--- config.mk ---
export PLATFORM = sky130hd
export DESIGN_NAME = line_editor_with_cursor_flat
export DESIGN_NICKNAME = d
export VERILOG_FILES = /design/src/rtl/core/lned_pkg.sv /design/src/rtl/core/lned_ifs.sv /design/src/rtl/core/lned_cell.sv /design/src/rtl/core/lned_seq.sv /design/src/rtl/core/line_editor_with_cursor.sv /design/src/flat_wrapper.sv
export SDC_FILE = /design/constraint.sdc
export NUM_CORES = 1
export LEC_CHECK = 0
export BUFFER_PORTS_ARGS = -buffer_cell sky130_fd_sc_hd__buf_2
export CAP_MARGIN = 30
export CELL_PAD_IN_SITES_DETAIL_PLACEMENT = 0
export CELL_PAD_IN_SITES_GLOBAL_PLACEMENT = 1
export CORE_ASPECT_RATIO = 1.75
export CORE_MARGIN = 4
export CORE_UTILIZATION = 45
export DETAILED_ROUTE_END_ITERATION = 7
export GPL_TIMING_DRIVEN = 1
export PLACE_DENSITY = 0.74
export SLEW_MARGIN = 20
export SYNTH_ARGS = -nofsm -noshare
export SYNTH_HDL_FRONTEND = slang
export SYNTH_SLANG_ARGS = --single-unit
--- constraint.sdc ---
create_clock -name clock -period 3.25 [get_ports clock]
set_input_delay 0.65 -clock clock [delete_from_list [all_inputs] [get_ports clock]]
set_output_delay 0.65 -clock clock [all_outputs]
set_load 0.03 [all_outputs]
--- src/rtl/core/lned_pkg.sv ---
// Shared types and constants of the console line editor.
// No dependencies; the cell, sequencer, top level, checker and testbench import this package.
package lned_pkg;

   // Line store geometry: the line holds at most LINE_LEN-1 characters
   localparam int LINE_LEN = 16;
   localparam int IW       = $clog2(LINE_LEN);

   // Character codes
   localparam logic [7:0] CH_BS      = 8'h08;
   localparam logic [7:0] CH_LF      = 8'h0a;
   localparam logic [7:0] CH_CR      = 8'h0d;
   localparam logic [7:0] CH_ESC     = 8'h1b;
   localparam logic [7:0] CH_SP      = 8'h20;
   localparam logic [7:0] CH_C       = 8'h43;
   localparam logic [7:0] CH_D       = 8'h44;
   localparam logic [7:0] CH_LBRACK  = 8'h5b;
   localparam logic [7:0] CH_TILDE   = 8'h7e;
   localparam logic [7:0] CH_DEL     = 8'h7f;
   localparam logic [7:0] EXT_LEFT   = 8'd228;
   localparam logic [7:0] EXT_RIGHT  = 8'd229;

   // Result kinds
   typedef enum logic [1:0] {
      KIND_ECHO    = 2'd0,
      KIND_LINE    = 2'd1,
      KIND_DONE    = 2'd2,
      KIND_ABANDON = 2'd3
   } kind_type;

   // Escape sequence tracking; the fourth code behaves as idle
   typedef enum logic [1:0] {
      ESC_IDLE    = 2'd0,
      ESC_SEEN    = 2'd1,
      ESC_BRACKET = 2'd2
   } esc_type;

   // Command broadcast to every storage cell
   typedef enum logic [1:0] {
      CELL_HOLD = 2'd0,
      CELL_INS  = 2'd1,
      CELL_DEL  = 2'd2
   } cell_op_type;

   typedef struct packed {
      cell_op_type   op;
      logic [IW-1:0] cur;
      logic [IW-1:0] len;
      logic [7:0]    data;
   } cell_ctl_type;

endpackage

--- src/rtl/core/lned_ifs.sv ---
// Channel interfaces of the console line editor: request, response, csr write.
// Depends on nothing; payload widths are fixed by the beat format.
interface lned_req_if;
   logic       valid;
   logic       ready;
   logic       action;
   logic [7:0] char_code;

   modport source (output valid, output action, output char_code, input ready);
   modport sink   (input valid, input action, input char_code, output ready);
endinterface

interface lned_rsp_if;
   logic       valid;
   logic       ready;
   logic [1:0] kind;
   logic [7:0] char_value;
   logic       last;

   modport source (output valid, output kind, output char_value, output last, input ready);
   modport sink   (input valid, input kind, input char_value, input last, output ready);
endinterface

interface lned_csr_if;
   logic valid;
   logic ready;
   logic echo_enable;

   modport source (output valid, output echo_enable, input ready);
   modport sink   (input valid, input echo_enable, output ready);
endinterface

--- src/rtl/core/lned_cell.sv ---
// One character cell of the line store chain.
// Depends on lned_pkg; takes from its left or right neighbor on insert or delete.
module lned_cell (
   input  logic                  clock,
   input  lned_pkg::cell_ctl_type ctl,
   input  logic [lned_pkg::IW-1:0] pos,
   input  logic [7:0]            left_q,
   input  logic [7:0]            right_q,
   output logic [7:0]            q
);
   import lned_pkg::*;

   logic [7:0] data_ff;
   logic [7:0] data_in;
   logic [IW:0] pos_nx;

   assign pos_nx = {1'b0, pos} + (IW+1)'(1);

   // Select the next content of this cell
   always_comb begin
      data_in = data_ff;
      unique case (ctl.op)
         CELL_HOLD: data_in = data_ff;
         CELL_INS: begin
            if (pos == ctl.cur) begin
               data_in = ctl.data;
            end else if (pos > ctl.cur && pos <= ctl.len) begin
               data_in = left_q;
            end
         end
         CELL_DEL: begin
            if (pos_nx == {1'b0, ctl.len}) begin
               data_in = CH_SP;
            end else if (pos_nx >= {1'b0, ctl.cur} && pos_nx < {1'b0, ctl.len}) begin
               data_in = right_q;
            end
         end
         default: data_in = data_ff;
      endcase
   end

   always_ff @(posedge clock) begin
      data_ff <= data_in;
   end

   assign q = data_ff;
endmodule

--- src/rtl/core/lned_seq.sv ---
// Edit sequencer: decodes each request beat, drives the cell chain and emits
// response beats, at most one per step. Depends on lned_pkg and lned_ifs.
module lned_seq (
   input  logic                    clock,
   input  logic                    reset,
   lned_req_if.sink                req,
   lned_rsp_if.source              rsp,
   lned_csr_if.sink                csr,
   output lned_pkg::cell_ctl_type  cell_ctl,
   output logic [lned_pkg::IW-1:0] rd_addr,
   input  logic [7:0]              rd_data
);
   import lned_pkg::*;

   typedef enum logic [11:0] {
      ST_IDLE     = 12'b0000_0000_0001,
      ST_INS      = 12'b0000_0000_0010,
      ST_DEL      = 12'b0000_0000_0100,
      ST_DEL_END  = 12'b0000_0000_1000,
      ST_TAIL     = 12'b0000_0001_0000,
      ST_BACK     = 12'b0000_0010_0000,
      ST_STEP_R   = 12'b0000_0100_0000,
      ST_MOVE_L   = 12'b0000_1000_0000,
      ST_FIN_LF   = 12'b0001_0000_0000,
      ST_FIN_LINE = 12'b0010_0000_0000,
      ST_ABANDON  = 12'b0100_0000_0000,
      ST_FLUSH    = 12'b1000_0000_0000
   } state_type;

   typedef enum logic [1:0] {
      OP_INS = 2'd0,
      OP_DEL = 2'd1,
      OP_FIN = 2'd2,
      OP_MOV = 2'd3
   } op_type;

   localparam logic [IW-1:0] FULL_LEN = IW'(LINE_LEN - 1);

   state_type     state_ff, state_in;
   op_type        op_ff, op_in;
   esc_type       esc_ff, esc_in;
   logic [IW-1:0] cur_ff, cur_in;
   logic [IW-1:0] len_ff, len_in;
   logic [IW-1:0] idx_ff, idx_in;
   logic [1:0]    cnt_ff, cnt_in;
   logic [7:0]    ins_ff, ins_in;
   logic [7:0]    sec_ff, sec_in;
   logic          two_ff, two_in;
   logic          echo_ff, echo_in;
   logic          hb_valid_ff, hb_valid_in;
   kind_type      hb_kind_ff, hb_kind_in;
   logic [7:0]    hb_char_ff, hb_char_in;
   logic          out_valid_ff, out_valid_in;
   kind_type      out_kind_ff, out_kind_in;
   logic [7:0]    out_char_ff, out_char_in;
   logic          out_last_ff, out_last_in;

   logic          accept;
   logic          go;
   logic          out_free;
   logic          emit;
   kind_type      em_kind;
   logic [7:0]    em_char;
   logic          gen;
   logic          flush_load;

   assign req.ready = (state_ff == ST_IDLE);
   assign accept    = req.valid && req.ready;
   assign csr.ready = 1'b1;
   assign out_free  = !out_valid_ff || rsp.ready;
   // A step may run when the held-back beat can move on
   assign go        = !hb_valid_ff || out_free;
   assign rd_addr   = (state_ff == ST_STEP_R) ? cur_ff : idx_ff;

   // Sequencer next state and cell commands
   always_comb begin
      state_in   = state_ff;
      op_in      = op_ff;
      esc_in     = esc_ff;
      cur_in     = cur_ff;
      len_in     = len_ff;
      idx_in     = idx_ff;
      cnt_in     = cnt_ff;
      ins_in     = ins_ff;
      sec_in     = sec_ff;
      two_in     = two_ff;
      emit       = 1'b0;
      em_kind    = KIND_ECHO;
      em_char    = 8'd0;
      flush_load = 1'b0;
      cell_ctl.op   = CELL_HOLD;
      cell_ctl.cur  = cur_ff;
      cell_ctl.len  = len_ff;
      cell_ctl.data = ins_ff;

      unique case (state_ff)
         ST_IDLE: begin
            if (accept) begin
               two_in = 1'b0;
               if (req.action) begin
                  // End of stream: drop the line
                  cur_in   = '0;
                  len_in   = '0;
                  esc_in   = ESC_IDLE;
                  state_in = ST_ABANDON;
               end else if (esc_ff == ESC_SEEN) begin
                  if (req.char_code == CH_LBRACK) begin
                     esc_in = ESC_BRACKET;
                  end else begin
                     esc_in   = ESC_IDLE;
                     ins_in   = req.char_code;
                     op_in    = OP_INS;
                     state_in = ST_INS;
                  end
               end else if (esc_ff == ESC_BRACKET) begin
                  esc_in = ESC_IDLE;
                  priority if (req.char_code == CH_D) begin
                     op_in    = OP_MOV;
                     state_in = ST_MOVE_L;
                  end else if (req.char_code == CH_C) begin
                     op_in    = OP_MOV;
                     state_in = ST_STEP_R;
                  end else begin
                     ins_in   = CH_LBRACK;
                     sec_in   = req.char_code;
                     two_in   = 1'b1;
                     op_in    = OP_INS;
                     state_in = ST_INS;
                  end
               end else begin
                  esc_in = ESC_IDLE;
                  priority if (req.char_code == CH_BS || req.char_code == CH_DEL) begin
                     if (cur_ff != '0) begin
                        op_in    = OP_DEL;
                        state_in = ST_DEL;
                     end
                  end else if (req.char_code >= CH_SP && req.char_code <= CH_TILDE) begin
                     ins_in   = req.char_code;
                     op_in    = OP_INS;
                     state_in = ST_INS;
                  end else if (req.char_code == CH_LF || req.char_code == CH_CR) begin
                     op_in = OP_FIN;
                     if (echo_ff) begin
                        idx_in   = cur_ff;
                        state_in = ST_TAIL;
                     end else begin
                        idx_in   = '0;
                        state_in = ST_FIN_LINE;
                     end
                  end else if (req.char_code == CH_ESC) begin
                     esc_in = ESC_SEEN;
                  end else if (req.char_code > CH_DEL) begin
                     priority if (req.char_code == EXT_LEFT) begin
                        op_in    = OP_MOV;
                        state_in = ST_MOVE_L;
                     end else if (req.char_code == EXT_RIGHT) begin
                        op_in    = OP_MOV;
                        state_in = ST_STEP_R;
                     end else begin
                        ins_in   = req.char_code;
                        op_in    = OP_INS;
                        state_in = ST_INS;
                     end
                  end
               end
            end
         end

         ST_INS: begin
            if (go) begin
               if (len_ff == FULL_LEN) begin
                  // Store full: drop this insert
                  if (two_ff) begin
                     two_in = 1'b0;
                     ins_in = sec_ff;
                  end else begin
                     state_in = ST_FLUSH;
                  end
               end else if (cur_ff == len_ff) begin
                  cell_ctl.op = CELL_INS;
                  cur_in  = cur_ff + IW'(1);
                  len_in  = len_ff + IW'(1);
                  emit    = 1'b1;
                  em_char = ins_ff;
                  if (two_ff) begin
                     two_in = 1'b0;
                     ins_in = sec_ff;
                  end else begin
                     state_in = ST_FLUSH;
                  end
               end else begin
                  cell_ctl.op = CELL_INS;
                  len_in   = len_ff + IW'(1);
                  idx_in   = cur_ff;
                  state_in = ST_TAIL;
               end
            end
         end

         ST_DEL: begin
            if (go) begin
               if (cur_ff == len_ff) begin
                  cur_in   = cur_ff - IW'(1);
                  len_in   = len_ff - IW'(1);
                  cnt_in   = 2'd0;
                  state_in = ST_DEL_END;
               end else begin
                  cell_ctl.op = CELL_DEL;
                  emit     = 1'b1;
                  em_char  = CH_BS;
                  cur_in   = cur_ff - IW'(1);
                  idx_in   = cur_ff - IW'(1);
                  state_in = ST_TAIL;
               end
            end
         end

         ST_DEL_END: begin
            // Erase the last character on screen: BS, space, BS
            if (go) begin
               emit    = 1'b1;
               em_char = (cnt_ff == 2'd1) ? CH_SP : CH_BS;
               cnt_in  = cnt_ff + 2'd1;
               if (cnt_ff == 2'd2) begin
                  state_in = ST_FLUSH;
               end
            end
         end

         ST_TAIL: begin
            if (go) begin
               if (idx_ff < len_ff) begin
                  emit    = 1'b1;
                  em_char = rd_data;
                  idx_in  = idx_ff + IW'(1);
               end else if (op_ff == OP_FIN) begin
                  state_in = ST_FIN_LF;
               end else begin
                  idx_in   = cur_ff;
                  state_in = ST_BACK;
               end
            end
         end

         ST_BACK: begin
            if (go) begin
               if (idx_ff < len_ff) begin
                  emit    = 1'b1;
                  em_char = CH_BS;
                  idx_in  = idx_ff + IW'(1);
               end else if (op_ff == OP_INS) begin
                  state_in = ST_STEP_R;
               end else begin
                  len_in   = len_ff - IW'(1);
                  state_in = ST_FLUSH;
               end
            end
         end

         ST_STEP_R: begin
            if (go) begin
               if (cur_ff < len_ff) begin
                  emit    = 1'b1;
                  em_char = rd_data;
                  cur_in  = cur_ff + IW'(1);
               end
               if (op_ff == OP_INS && two_ff) begin
                  two_in   = 1'b0;
                  ins_in   = sec_ff;
                  state_in = ST_INS;
               end else begin
                  state_in = ST_FLUSH;
               end
            end
         end

         ST_MOVE_L: begin
            if (go) begin
               if (cur_ff != '0) begin
                  emit    = 1'b1;
                  em_char = CH_BS;
                  cur_in  = cur_ff - IW'(1);
               end
               state_in = ST_FLUSH;
            end
         end

         ST_FIN_LF: begin
            if (go) begin
               emit     = 1'b1;
               em_char  = CH_LF;
               idx_in   = '0;
               state_in = ST_FIN_LINE;
            end
         end

         ST_FIN_LINE: begin
            if (go) begin
               emit = 1'b1;
               if (idx_ff < len_ff) begin
                  em_kind = KIND_LINE;
                  em_char = rd_data;
                  idx_in  = idx_ff + IW'(1);
               end else begin
                  em_kind  = KIND_DONE;
                  cur_in   = '0;
                  len_in   = '0;
                  esc_in   = ESC_IDLE;
                  state_in = ST_FLUSH;
               end
            end
         end

         ST_ABANDON: begin
            if (go) begin
               emit     = 1'b1;
               em_kind  = KIND_ABANDON;
               state_in = ST_FLUSH;
            end
         end

         ST_FLUSH: begin
            // Release the held-back beat as the final one of this item
            if (!hb_valid_ff) begin
               state_in = ST_IDLE;
            end else if (out_free) begin
               flush_load = 1'b1;
               state_in   = ST_IDLE;
            end
         end

         default: state_in = ST_IDLE;
      endcase
   end

   // Suppress echo beats when echo is off
   assign gen = emit && (em_kind != KIND_ECHO || echo_ff);

   // Hold back one beat so the final beat of an item can be marked
   always_comb begin
      hb_valid_in  = hb_valid_ff;
      hb_kind_in   = hb_kind_ff;
      hb_char_in   = hb_char_ff;
      out_kind_in  = out_kind_ff;
      out_char_in  = out_char_ff;
      out_last_in  = out_last_ff;
      out_valid_in = out_valid_ff && !rsp.ready;
      if (go && gen) begin
         if (hb_valid_ff) begin
            out_valid_in = 1'b1;
            out_kind_in  = hb_kind_ff;
            out_char_in  = hb_char_ff;
            out_last_in  = 1'b0;
         end
         hb_valid_in = 1'b1;
         hb_kind_in  = em_kind;
         hb_char_in  = em_char;
      end else if (flush_load) begin
         out_valid_in = 1'b1;
         out_kind_in  = hb_kind_ff;
         out_char_in  = hb_char_ff;
         out_last_in  = 1'b1;
         hb_valid_in  = 1'b0;
      end
   end

   // Echo enable register
   always_comb begin
      echo_in = echo_ff;
      if (csr.valid && csr.ready) begin
         echo_in = csr.echo_enable;
      end
   end

   always_ff @(posedge clock) begin
      if (reset) begin
         state_ff     <= ST_IDLE;
         esc_ff       <= ESC_IDLE;
         cur_ff       <= '0;
         len_ff       <= '0;
         two_ff       <= 1'b0;
         echo_ff      <= 1'b1;
         hb_valid_ff  <= 1'b0;
         out_valid_ff <= 1'b0;
      end else begin
         state_ff     <= state_in;
         esc_ff       <= esc_in;
         cur_ff       <= cur_in;
         len_ff       <= len_in;
         two_ff       <= two_in;
         echo_ff      <= echo_in;
         hb_valid_ff  <= hb_valid_in;
         out_valid_ff <= out_valid_in;
      end
   end

   always_ff @(posedge clock) begin
      op_ff       <= op_in;
      idx_ff      <= idx_in;
      cnt_ff      <= cnt_in;
      ins_ff      <= ins_in;
      sec_ff      <= sec_in;
      hb_kind_ff  <= hb_kind_in;
      hb_char_ff  <= hb_char_in;
      out_kind_ff <= out_kind_in;
      out_char_ff <= out_char_in;
      out_last_ff <= out_last_in;
   end

   assign rsp.valid      = out_valid_ff;
   assign rsp.kind       = out_kind_ff;
   assign rsp.char_value = out_char_ff;
   assign rsp.last       = out_last_ff;
endmodule

--- src/rtl/core/line_editor_with_cursor.sv ---
// Top level of the console line editor: cell chain plus edit sequencer.
// Depends on lned_pkg, lned_ifs, lned_cell and lned_seq.
//
// Console line editor with an insertion cursor. Each request beat carries one
// received character or an end-of-stream mark; each response beat carries one
// echo character, one character of a finished line, a line-finished tag or a
// line-abandoned tag, with last set on the final beat of a request. The line is
// held in a chain of LINE_LEN character cells that shift as one on an insert
// or a delete. One request is handled at a time: the sequencer emits at most one
// response beat per step, stalled by back-pressure on the response channel, and
// releases the final beat in a closing flush step. The longest requests come
// when ESC [ is followed by a byte that inserts '[' and that byte at the start of
// a line of LINE_LEN-3 characters (two full tail redraws). The user must write the
// echo enable register through the csr channel only while no request is in
// progress; the block itself does not enforce this.
module line_editor_with_cursor (
   input  logic         clock,
   input  logic         reset,
   lned_req_if.sink     req_port,
   lned_rsp_if.source   rsp_port,
   lned_csr_if.sink     csr_port
);
   import lned_pkg::*;

   cell_ctl_type  cell_ctl;
   logic [IW-1:0] rd_addr;
   logic [7:0]    cell_q [LINE_LEN];

   // Edit sequencer
   lned_seq u_seq (
      .clock    (clock),
      .reset    (reset),
      .req      (req_port),
      .rsp      (rsp_port),
      .csr      (csr_port),
      .cell_ctl (cell_ctl),
      .rd_addr  (rd_addr),
      .rd_data  (cell_q[rd_addr])
   );

   // Chain of character cells, each linked to its neighbors; the end cells see constants
   for (genvar i = 0; i < LINE_LEN; i++) begin : g_cell
      logic [7:0] left_q;
      logic [7:0] right_q;

      if (i == 0) begin : g_first
         assign left_q = 8'd0;
      end else begin : g_mid_l
         assign left_q = cell_q[i-1];
      end

      if (i == LINE_LEN - 1) begin : g_last
         assign right_q = CH_SP;
      end else begin : g_mid_r
         assign right_q = cell_q[i+1];
      end

      lned_cell u_cell (
         .clock   (clock),
         .ctl     (cell_ctl),
         .pos     (IW'(i)),
         .left_q  (left_q),
         .right_q (right_q),
         .q       (cell_q[i])
      );
   end
endmodule

--- src/flat_wrapper.sv ---
// flat-port wrapper written by rule: the top's interface ports become plain ports
module line_editor_with_cursor_flat import lned_pkg::*;
  (clock, reset, req_port_valid, req_port_action, req_port_char_code, req_port_ready, rsp_port_valid, rsp_port_kind, rsp_port_char_value, rsp_port_last, rsp_port_ready, csr_port_valid, csr_port_echo_enable, csr_port_ready);
  lned_req_if req_port_i ();
  lned_rsp_if rsp_port_i ();
  lned_csr_if csr_port_i ();
  input  logic clock;
  input  logic reset;
  input wire logic [$bits(req_port_i.valid)-1:0] req_port_valid;
  input wire logic [$bits(req_port_i.action)-1:0] req_port_action;
  input wire logic [$bits(req_port_i.char_code)-1:0] req_port_char_code;
  output wire logic [$bits(req_port_i.ready)-1:0] req_port_ready;
  output wire logic [$bits(rsp_port_i.valid)-1:0] rsp_port_valid;
  output wire logic [$bits(rsp_port_i.kind)-1:0] rsp_port_kind;
  output wire logic [$bits(rsp_port_i.char_value)-1:0] rsp_port_char_value;
  output wire logic [$bits(rsp_port_i.last)-1:0] rsp_port_last;
  input wire logic [$bits(rsp_port_i.ready)-1:0] rsp_port_ready;
  input wire logic [$bits(csr_port_i.valid)-1:0] csr_port_valid;
  input wire logic [$bits(csr_port_i.echo_enable)-1:0] csr_port_echo_enable;
  output wire logic [$bits(csr_port_i.ready)-1:0] csr_port_ready;
  assign req_port_i.valid = req_port_valid;
  assign req_port_i.action = req_port_action;
  assign req_port_i.char_code = req_port_char_code;
  assign req_port_ready = req_port_i.ready;
  assign rsp_port_valid = rsp_port_i.valid;
  assign rsp_port_kind = rsp_port_i.kind;
  assign rsp_port_char_value = rsp_port_i.char_value;
  assign rsp_port_last = rsp_port_i.last;
  assign rsp_port_i.ready = rsp_port_ready;
  assign csr_port_i.valid = csr_port_valid;
  assign csr_port_i.echo_enable = csr_port_echo_enable;
  assign csr_port_ready = csr_port_i.ready;
  line_editor_with_cursor u_core (.clock(clock), .reset(reset), .req_port(req_port_i), .rsp_port(rsp_port_i), .csr_port(csr_port_i));
endmodule
==> impl_results.md <==
* Final Critical Period at 3.11 ns
* Root Buffer: clkbuf_16
* Clock Sinks at around 200
* Post-route core utilization at 52.4%
* Critical path class: register to register
* Initial Util at 45.4%
* Drt wl/cell at 27.0 um
* Final-report max-slew violation count at 0
* Worst path max stage delay at 0.42 ns
* Final setup vio count at 0
* Design Area, Final at ~15000 um^2
* Synth Cell Area at 13300 um^2
* Tot Pwr at 9.37 mW
* DP Area at 14700 um^2
* Critical path required time at between 3 and 4 ns
* Crit end category: register
* Peak fanout along the critical path at 13
* Post-synth top cells: nand2_1, edfxtp_1, mux2i_1
* Hold crit path type: primary input to register
* Final worst slack at around 0.14 ns
* Crit start category: register
* CTS buffer count at 17
* Nets@finish at ~1600
* Yosys cell types at 84
* VDD IR-drop max at 448 uV
* Status: complete, no violations
* Full die area at approximately 32000 um^2
* Synth Warn # at 0
* Relative slew slack at about 36%
* # diodes at 0
* Worst EP arrival at between 3 and 4 ns
* Hold WS at a little under 0.4 ns
* Post-synthesis async set-or-reset flop share at 0%
* TritonCTS clock tree: yes
* Crit-path leading delay family: simple AND/OR/NAND/NOR gates
* Clk_skew at just under 0.01 ns
* Clk buf depth at 2
* Fin Setup TNS at 0 ns
* Total global-route track usage at approximately 32%
* Placer Congestion at 1.01
* Initial antenna violation count at 1
* Antenna Nets Post-Route at 0
* Number of synthesized flops with an enable pin at 173
* Max Freq at roughly 0.32 GHz
* Worst Tran Pin Value at 0.964 ns
* Buf+Inv Stages, Crit Path at 3
* Max cap viols at 0
* H-tree level count at 4
* First-pass GRT wire length at between 70000 and 80000 um
* Count leader, synth: nand2_1
* Syn Area/Cell at 9.10 um^2
* WL final at 52200 um
* Total gr overflow at 0
* Static Leak at 5.92 nW
* Leading area contributor after synthesis: edfxtp_1
* DR iter-0 viols at 974
* Die Height at between 200 and 250 um
* Yosys reg bits at 199
* Fin cells at 1936
* Ratio of cells with drive above 1 in the final layout at 15.7%
* Vias after detailed routing at 12500
* Worst path most repeated cell: buf_4
* Die W at 138 um
* Final worst path period share at 95.8%
* Vias per cell at 6.44
* Mapped Cells at 1462
* # DRC at 0
* Rows at 83
* Place WS at -0.0149 ns
* Largest net degree at the start of global routing at 51
* Hold buffers post-CTS at 0
* RSZ-0062 raised after global routing: no
* Slowest cell on crit path: o31ai_1
* Initial DRT Pass Iterations at 5
* Clk slew on worst S/H paths at 0.08 ns
* Largest cells by area after synthesis: edfxtp_1, mux2i_1, nand2_1, o21ai_0, dfxtp_1
* Post-synth top area share at 39.1%
* Sequential area share after synthesis at 43.0%
* Placed insts at roughly 1900
* Total core area at 29300 um^2
* CP cell instances: nor4_4, buf_4, nand4_4, buf_4, mux2i_1, buf_12, nand2_1, a21oi_1, nor4_1, o31ai_1
* I/O pin cnt at 29
* Vias in the first global route at between 10000 and 15000
* Clk_lat worst skew at 0.47 ns
* # port buffers at 27
* Top_reg_cell synth: edfxtp_1
* Synthesized Nets at 1499
* DPL Wire Length at 40300 um
* Fin. Hold Viols at 0
* Syn-to-layout area delta at 15.3%
* Pwr Density at 611 nW/um^2
-- cells by family (layout without fill, tap and decap cells) --
logic type,Yosys count,count (layout),share of synthesized area [%]
AO/OA/AOI/OAI,395,395,18.8
buffers and inverters,145,237,4.44
flip-flops,199,199,43.0
XOR/XNOR,7,7,0.461
adder cells (fa/ha/maj),22,22,2.07
other,1,1,0.0282
AND/OR/NAND/NOR,540,540,19.7
multiplexers,153,153,11.6
-- repair_timing --
action,CTS,global route
setup buffers,0,1
resized for setup,0,7
endpoints found under the hold margin,0,0
endpoints found under the setup margin,0,27
-- area by class of cell --
| type | count | area [um^2] |
|---|---|---|
| Fill cell | 2810 | 13900 |
| Timing Repair Buffer | 169 | 1260 |
| Clock inverter | 15 | 183 |
| Multi-Input combinational cell | 1118 | 7140 |
| Inverter | 36 | 135 |
| Sequential cell | 199 | 5720 |
| Tap cell | 382 | 478 |
| Clock buffer | 17 | 425 |
-- path summary, 6_finish.rpt --
| path | slack, ns | from | to | depth (start not counted) |
|---|---|---|---|---|
| hold / removal | 0.39 | csr_port_valid | u_core.u_seq.echo_ff | 2 |
| setup reg to reg | 0.14 | u_core.u_seq.state_ff[11] | u_core.u_seq.hb_char_ff[7] | 10 |
| hold reg to reg | 0.42 | u_core.u_seq.hb_char_ff[1] | u_core.u_seq.rsp.char_value[1] | 0 |
| setup / recovery | 0.14 | u_core.u_seq.state_ff[11] | u_core.u_seq.hb_char_ff[7] | 10 |
-- placed cells by master, fill, tap and decap left out, types with 6 or more instances in the layout --
cell,Yosys,final
a21oi_1,87,87
nor3_1,38,38
nor4_1,10,10
nand3_1,46,46
or4_1,6,6
inv_1,33,33
nand4_1,15,15
o211ai_1,7,7
mux2i_1,148,147
o221ai_1,7,7
nor2_1,85,85
o22ai_1,16,16
inv_6,0,6
o31ai_1,10,10
and3_1,13,13
o21ai_1,7,7
a211oi_1,13,11
o21ai_0,141,141
nor4b_1,10,10
buf_4,3,135
a21boi_1,9,9
a31oi_1,9,9
edfxtp_1,173,173
o21a_1,10,10
nand2b_1,10,10
a22o_1,8,8
dfxtp_1,26,26
ha_1,22,21
buf_2,8,28
clkbuf_16,0,17
nand2_1,244,242
nor2b_1,12,12
and2_1,11,11
-- state kept, by name, summed over array words and instances (netlist names), 2 cells and up --
name,count
u_core.u_seq.ins_ff,8
u_core.u_seq.op_ff,2
u_core.u_seq.rsp.char_value,8
u_core.u_seq.cur_ff,4
u_core.u_seq.hb_kind_ff,2
u_core.u_seq.hb_char_ff,8
u_core.u_seq.state_ff,12
u_core.u_seq.esc_ff,2
u_core.g_cell.u_cell.q,128
u_core.u_seq.len_ff,4
u_core.u_seq.idx_ff,4
u_core.u_seq.rsp.kind,2
u_core.u_seq.cnt_ff,2
u_core.u_seq.sec_ff,8
-- power breakdown --
part / total, mW / internal [mW] / switching (mW)
registers: 3.51 / 3.05 / 0.454
clock network: 2.28 / 1.17 / 1.11
logic: 3.58 / 1.31 / 2.27
-- per-layer routing --
layer	up-vias	share of wire (%)	global-route usage [%]
li1	5608	-	-
met1	6006	32	31.1
met2	610	53	57.5
met3	251	4.6	4.43
met4	0	11	28.7
met5	-	0	0
(Power assumes the default switching activity.)
